--- config.mk ---
export PLATFORM = sky130hd
export DESIGN_NAME = sha1_hash_engine
export DESIGN_NICKNAME = d
export VERILOG_FILES = /design/src/rtl/core/sha1_pkg.sv /design/src/rtl/core/sha1_hash_engine.sv /design/src/rtl/core/sha1_round.sv
export SDC_FILE = /design/constraint.sdc
export NUM_CORES = 2
export LEC_CHECK = 0
export BUFFER_PORTS_ARGS = -buffer_cell sky130_fd_sc_hd__buf_2
export CAP_MARGIN = 20
export CORE_MARGIN = 3
export CORE_UTILIZATION = 60
export DETAILED_ROUTE_END_ITERATION = 6
export PLACE_DENSITY = 0.88
export SYNTH_ARGS = -nofsm -noshare
export SYNTH_HDL_FRONTEND = slang
export SYNTH_SLANG_ARGS = --single-unit
--- constraint.sdc ---
create_clock -name clk_i -period 34.4 [get_ports clk_i]
set_input_delay 1.72 -clock clk_i [delete_from_list [all_inputs] [get_ports clk_i]]
set_output_delay 1.72 -clock clk_i [all_outputs]
set_load 0.01 [all_outputs]
--- src/rtl/core/sha1_pkg.sv ---
// ----------------------------------------------------------------------------
// SHA-1 package
// Shared types and constants for the SHA-1 hash engine.
// ----------------------------------------------------------------------------
`default_nettype none

package sha1_pkg;

  typedef struct packed {
    logic [31:0] a;
    logic [31:0] b;
    logic [31:0] c;
    logic [31:0] d;
    logic [31:0] e;
  } work_t;

  localparam work_t InitValue = '{
    a: 32'h6745_2301,
    b: 32'hEFCD_AB89,
    c: 32'h98BA_DCFE,
    d: 32'h1032_5476,
    e: 32'hC3D2_E1F0
  };

  localparam logic [31:0] K0 = 32'h5A82_7999;
  localparam logic [31:0] K1 = 32'h6ED9_EBA1;
  localparam logic [31:0] K2 = 32'h8F1B_BCDC;
  localparam logic [31:0] K3 = 32'hCA62_C1D6;

  localparam logic [6:0] LastRound = 7'd79;
  localparam logic [7:0] PadByte   = 8'h80;
  localparam logic [2:0] LastWord  = 3'd4;

  typedef enum logic [4:0] {
    ST_IDLE  = 5'b00001,
    ST_ROUND = 5'b00010,
    ST_FOLD  = 5'b00100,
    ST_PAD   = 5'b01000,
    ST_OUT   = 5'b10000
  } state_e;

endpackage

`default_nettype wire

--- src/rtl/core/sha1_hash_engine.sv ---
// ----------------------------------------------------------------------------
// SHA-1 hash engine
// Byte-serial SHA-1 with one shared round unit and a 16-word schedule window.
// ----------------------------------------------------------------------------
//  channel  direction  handshake              payload
//  in       request    in_valid_i/in_stall_o  data_byte, byte_valid, end_of_message
//  out      result     out_valid_o/out_stall_i digest_word, word_index, last_word
//
// Bytes are taken while idle; the 64th byte of a block starts the rounds of the
// single round unit, then the fold. End of message inserts padding one byte per
// cycle (up to 72) through the same byte path, with one or two compressions,
// then five digest words. in_stall_o is high except when idle.
// Reset loads the initial chaining value and clears the byte count.
// ----------------------------------------------------------------------------
`default_nettype none

module sha1_hash_engine
  import sha1_pkg::*;
(
  input  logic        clk_i,
  input  logic        rst_ni,
  input  logic        in_valid_i,
  output logic        in_stall_o,
  input  logic [7:0]  data_byte_i,
  input  logic        byte_valid_i,
  input  logic        end_of_message_i,
  output logic        out_valid_o,
  input  logic        out_stall_i,
  output logic [31:0] digest_word_o,
  output logic [2:0]  word_index_o,
  output logic        last_word_o
);

  state_e      state_q, state_d;
  work_t       cv_q, cv_d;
  work_t       wv_q, wv_d;
  work_t       rnd_out;
  logic [60:0] count_q, count_d;
  logic [60:0] count_next;
  logic [63:0] len_q, len_d;
  logic [6:0]  rnd_q, rnd_d;
  logic        first_q, first_d;
  logic        lenph_q, lenph_d;
  logic        pad_q, pad_d;
  logic [2:0]  idx_q, idx_d;
  logic [23:0] word_q, word_d;
  logic [31:0] win_q [16];
  logic [31:0] sched;
  logic [31:0] win_in;
  logic        win_shift;
  logic        ins_en;
  logic [7:0]  ins_byte;
  logic [5:0]  pos;

  assign pos        = count_q[5:0];
  assign count_next = count_q + 61'(byte_valid_i);
  assign sched      = {win_q[13][30:0] ^ win_q[8][30:0] ^ win_q[2][30:0] ^ win_q[0][30:0],
                       win_q[13][31] ^ win_q[8][31] ^ win_q[2][31] ^ win_q[0][31]};

  sha1_round u_round (
    .work_i (wv_q),
    .w_i    (win_q[0]),
    .rnd_i  (rnd_q),
    .work_o (rnd_out)
  );

  always_comb begin
    state_d  = state_q;
    cv_d     = cv_q;
    wv_d     = wv_q;
    count_d  = count_q;
    len_d    = len_q;
    rnd_d    = rnd_q;
    first_d  = first_q;
    lenph_d  = lenph_q;
    pad_d    = pad_q;
    idx_d    = idx_q;
    ins_en   = 1'b0;
    ins_byte = data_byte_i;
    case (state_q)
      ST_IDLE: begin
        if (in_valid_i) begin
          ins_en = byte_valid_i;
          pad_d  = end_of_message_i;
          if (end_of_message_i) begin
            len_d   = {count_next, 3'b000};
            first_d = 1'b1;
            lenph_d = 1'b0;
          end
          if (byte_valid_i && pos == 6'd63) begin
            state_d = ST_ROUND;
            wv_d    = cv_q;
          end else if (end_of_message_i) begin
            state_d = ST_PAD;
          end
        end
      end
      ST_ROUND: begin
        wv_d  = rnd_out;
        rnd_d = rnd_q + 7'd1;
        if (rnd_q == LastRound) begin
          rnd_d   = '0;
          state_d = ST_FOLD;
        end
      end
      ST_FOLD: begin
        cv_d.a = cv_q.a + wv_q.a;
        cv_d.b = cv_q.b + wv_q.b;
        cv_d.c = cv_q.c + wv_q.c;
        cv_d.d = cv_q.d + wv_q.d;
        cv_d.e = cv_q.e + wv_q.e;
        if (lenph_q) begin
          state_d = ST_OUT;
          idx_d   = '0;
        end else if (pad_q) begin
          state_d = ST_PAD;
        end else begin
          state_d = ST_IDLE;
        end
      end
      ST_PAD: begin
        ins_en  = 1'b1;
        first_d = 1'b0;
        if (first_q) begin
          ins_byte = PadByte;
        end else if (lenph_q) begin
          ins_byte = len_q[63:56];
          len_d    = {len_q[55:0], 8'h00};
        end else begin
          ins_byte = 8'h00;
        end
        if (pos == 6'd55) begin
          lenph_d = 1'b1;
        end
        if (pos == 6'd63) begin
          state_d = ST_ROUND;
          wv_d    = cv_q;
        end
      end
      ST_OUT: begin
        if (!out_stall_i) begin
          if (idx_q == LastWord) begin
            state_d = ST_IDLE;
            cv_d    = InitValue;
            wv_d    = '0;
            pad_d   = 1'b0;
            lenph_d = 1'b0;
            count_d = '0;
          end else begin
            idx_d = idx_q + 3'd1;
          end
        end
      end
      default: begin
        state_d = ST_IDLE;
      end
    endcase
    if (ins_en) begin
      count_d = count_q + 61'd1;
    end
    word_d    = ins_en ? {word_q[15:0], ins_byte} : word_q;
    win_shift = (ins_en && pos[1:0] == 2'b11) || state_q == ST_ROUND;
    win_in    = (state_q == ST_ROUND) ? sched : {word_q, ins_byte};
  end

  always_ff @(posedge clk_i or negedge rst_ni) begin
    if (!rst_ni) begin
      state_q <= ST_IDLE;
      cv_q    <= InitValue;
      wv_q    <= '0;
      count_q <= '0;
      rnd_q   <= '0;
      first_q <= 1'b0;
      lenph_q <= 1'b0;
      pad_q   <= 1'b0;
      idx_q   <= '0;
    end else begin
      state_q <= state_d;
      cv_q    <= cv_d;
      wv_q    <= wv_d;
      count_q <= count_d;
      rnd_q   <= rnd_d;
      first_q <= first_d;
      lenph_q <= lenph_d;
      pad_q   <= pad_d;
      idx_q   <= idx_d;
    end
  end

  always_ff @(posedge clk_i) begin
    len_q  <= len_d;
    word_q <= word_d;
    if (win_shift) begin
      for (int i = 0; i < 15; i++) begin
        win_q[i] <= win_q[i+1];
      end
      win_q[15] <= win_in;
    end
  end

  always_comb begin
    case (idx_q)
      3'd0:    digest_word_o = cv_q.a;
      3'd1:    digest_word_o = cv_q.b;
      3'd2:    digest_word_o = cv_q.c;
      3'd3:    digest_word_o = cv_q.d;
      3'd4:    digest_word_o = cv_q.e;
      default: digest_word_o = '0;
    endcase
  end

  assign in_stall_o   = state_q != ST_IDLE;
  assign out_valid_o  = state_q == ST_OUT;
  assign word_index_o = idx_q;
  assign last_word_o  = idx_q == LastWord;

endmodule

`default_nettype wire

--- src/rtl/core/sha1_round.sv ---
// ----------------------------------------------------------------------------
// SHA-1 round unit
// One compression round: round function, constant select and rotate/add.
// ----------------------------------------------------------------------------
`default_nettype none

module sha1_round
  import sha1_pkg::*;
(
  input  work_t       work_i,
  input  logic [31:0] w_i,
  input  logic [6:0]  rnd_i,
  output work_t       work_o
);

  logic [31:0] f;
  logic [31:0] k;
  logic [31:0] t;

  always_comb begin
    if (rnd_i < 7'd20) begin
      f = (work_i.b & work_i.c) | (~work_i.b & work_i.d);
      k = K0;
    end else if (rnd_i < 7'd40) begin
      f = work_i.b ^ work_i.c ^ work_i.d;
      k = K1;
    end else if (rnd_i < 7'd60) begin
      f = (work_i.b & work_i.c) | (work_i.b & work_i.d) | (work_i.c & work_i.d);
      k = K2;
    end else begin
      f = work_i.b ^ work_i.c ^ work_i.d;
      k = K3;
    end
    t = {work_i.a[26:0], work_i.a[31:27]} + f + work_i.e + k + w_i;
    work_o = '{
      a: t,
      b: work_i.a,
      c: {work_i.b[1:0], work_i.b[31:2]},
      d: work_i.c,
      e: work_i.d
    };
  end

endmodule

`default_nettype wire
==> run summary <==
Iter 0 DRT Violations - 4587
pre-CTS setup slack - 27.46 ns
die height - 299 um
cts hold-fix bufs - 0
Clock Skew - 0.0834 ns
final count of hold timing violations - 0
Skew-Pair Late Insertion Delay - 0.74 ns
DRT Wirelength - 143000 um
CTS sink count - 996
fraction of registers with async set/reset - 0.401
crit start category - flop
placement row count - 106
Initial Util - 0.611
setup ws final - 27.14 ns
commonest non-fill, non-tap cells in the layout - edfxtp_1 (597), nand2_1 (463), o21ai_0 (413), dfrtp_1 (318), inv_1 (278)
cells along the critical path - and3_1 > or3_1 > nand2_1 > inv_1 > a221oi_1 > fa_1 > inv_1 > ha_1 > a211oi_1 > nor3b_1 > o31ai_1 > a21oi_1 > a311oi_1 > o21ai_0 > a41oi_1 > o21ai_0 > xnor2_1 > o221ai_1
Congestion Overflow GR - 0
Ys Warns - 0
Yosys reg bits - 996
htree depth - 3
DRC - 0
CP Data Arrival Time - 7.81 ns
largest cells by area after synthesis - edfxtp_1 (35%), dfrtp_1 (15%), ha_1 (5.1%)
RSZ-0062 raised after global routing - false
Worst path max stage delay - 0.96 ns
DRT antenna net count - 0
post-synthesis sequential area ratio - 0.543
setup_tns - 0 ns
relative slew slack - 0.140
Worst Path Required - 34.95 ns
placed insts - 5616
post-route cell area - 0.0565 mm^2
ys flop type - edfxtp_1
DP HPWL - 96400 um
vias in the first global route - 36925
die footprint - 0.0896 mm^2
TritonCTS clock tree - done
crit path max fanout - 21
WL/cell - 24.6 um
PostCTS Resize Cnt - 0
commonest non-fill, non-tap cell in the layout - edfxtp_1
Root Driver - clkbuf_16
initial antenna violation count - 4
IO buf count - 51
fin. max-slew vios - 0
Inserted Clock Buffers - 99
Period Utilization, post-route - 0.211
Core ar. - 0.0845 mm^2
CP Capture Type - flop
DRT Pass-1 Iters - 6
Synth top area share - 0.347
Total GRT Usage - 0.316
final net count - 4924
via count - 38250
Hold Path Class - reg -> reg
# fillers - 5887
CTS max path bufs - 3
number of flops mapped to enable cells by yosys - 597
via density per instance - 6.59
Static Leak - 22.9 nW
Die W - 299 um
slowest CP cell - inv_1
Placed Instance Area - 0.0529 mm^2
Setup CP Type - reg -> reg
layout cells sized above 1 - 0.0874
Avg Cell Area, Syn - 11.2 um^2
Non-Filler Instances - 5805
Setup Fix Bufs, Post-CTS - 0
Synth area leader - edfxtp_1
peak supply drop - 0.0641 mV
Post-Syn Nets - 4929
Peak Freq - 0.138 GHz
IO Count - 52
global-route wire length before repair - 218000 um
GPL Wtd Cong - 1.01
Layout area overhead - 9.59%
Synth Instances - 4589
worst reg2reg setup slack - 27.14 ns
Final min period - 7.26 ns
final setup vio count - 0
Yosys cell types - 87
clk slew on worst S/H paths - 0.06 ns
PD cells - 54.3 mW/mm^2
Mapped Area - 0.0516 mm^2
outcome - complete, no violations
largest net degree at the start of global routing - 212
Worst-Margin Slew - 1.29 ns
Max Cap Violations - 0
==> flip-flops by register name, summed over array words and instances, names as in the netlist <==
signal and count:
count_q 61, first_q 1, wv_q 160, cv_q 160, rnd_q 7, len_q 61, state_q 5, pad_q 1
word_q 24, lenph_q 1, word_index_o 3, win_q 512
==> worst max-delay path, delay by kind of cell (launching register included) <==
kind            cells  cell delay, ns
compound gates      9            2.48
xor+xnor            1            0.16
fa+ha+maj           2            0.91
buf+inv             2            1.02
flops               1            0.48
simple gates        4            2.01
==> layer usage <==
| metal | track usage | vias up | share of wire |
|---|---|---|---|
| met1 | 0.423 | 18691 | 0.39 |
| met2 | 0.477 | 2308 | 0.45 |
| li1 | - | 16733 | - |
| met3 | 0.0746 | 514 | 0.10 |
| met5 | 0 | - | 0.00022 |
| met4 | 0.182 | 4 | 0.066 |
==> power by group <==
part           leakage (nW)  internal, mW  switching [mW]
registers              9.98          1.46          0.0632
clock network          1.74         0.690           0.490
logic                  11.1         0.116           0.251
total                  22.9          2.27           0.804
==> cell usage after synthesis (18+ instances only) <==
| library cell | instances |
|---|---|
| edfxtp_1 | 597 |
| nand2_1 | 464 |
| o21ai_0 | 413 |
| dfrtp_1 | 318 |
| inv_1 | 278 |
| a21oi_1 | 265 |
| nor2_1 | 217 |
| xnor2_1 | 214 |
| ha_1 | 209 |
| nand3_1 | 166 |
| clkbuf_1 | 160 |
| a22oi_1 | 119 |
| fa_1 | 117 |
| xor2_1 | 109 |
| a21o_1 | 81 |
| a221oi_1 | 81 |
| dfstp_2 | 81 |
| nor3_1 | 79 |
| mux2i_1 | 42 |
| nand4_1 | 34 |
| nor2b_1 | 34 |
| o31ai_1 | 34 |
| o21a_1 | 30 |
| and3_1 | 28 |
| mux2_2 | 27 |
| nand2b_1 | 26 |
| o211ai_1 | 25 |
| a211oi_1 | 24 |
| buf_2 | 22 |
| or3_1 | 21 |
| a31oi_1 | 19 |
| a222oi_1 | 18 |
==> cells by family after synthesis <==
| group | Yosys count | share of synthesized area |
|---|---|---|
| xor+xnor | 323 | 0.0548 |
| buf+inv | 476 | 0.0352 |
| mux | 69 | 0.0140 |
| flops | 996 | 0.543 |
| fa+ha+maj | 326 | 0.0961 |
| simple gates | 1148 | 0.102 |
| compound gates | 1251 | 0.155 |
==> worst paths after layout <==
check	from	end	cells after the start
worst min register to register	win_q[1][245]	win_q[1][213]	0
min in group asynchronous	rst_ni	count_q[31]	1
max in group asynchronous	rst_ni	wv_q[78]	3
worst max register to register	rnd_q[4]	wv_q[158]	18
worst max-delay path	rnd_q[4]	wv_q[158]	18
worst min-delay path	win_q[1][245]	win_q[1][213]	0
==> stage by stage <==
stage | hold slack, ns | util | total power, mW
final | 0.376 | 0.669 | 3.07
after detailed placement | 0.405 | 0.626 | 1.90
after floorplan | 0.400 | - | 1.83
after CTS | 0.373 | 0.669 | 3.07
after global routing | 0.388 | 0.669 | 3.17
after global placement | 0.400 | 0.626 | 1.88
==> area by class of cell <==
class,instances,area [um^2],area share
flip-flops and latches,996,28000,0.495
multi-input cells,3117,21800,0.386
clock buffers,131,2750,0.0486
well taps,1134,1420,0.0251
inverters,281,1050,0.0187
clock inverters,54,846,0.0150
repair buffers,89,613,0.0108
diodes,3,7.51,0.000133
No activity file was read; power rests on OpenSTA's default activity.
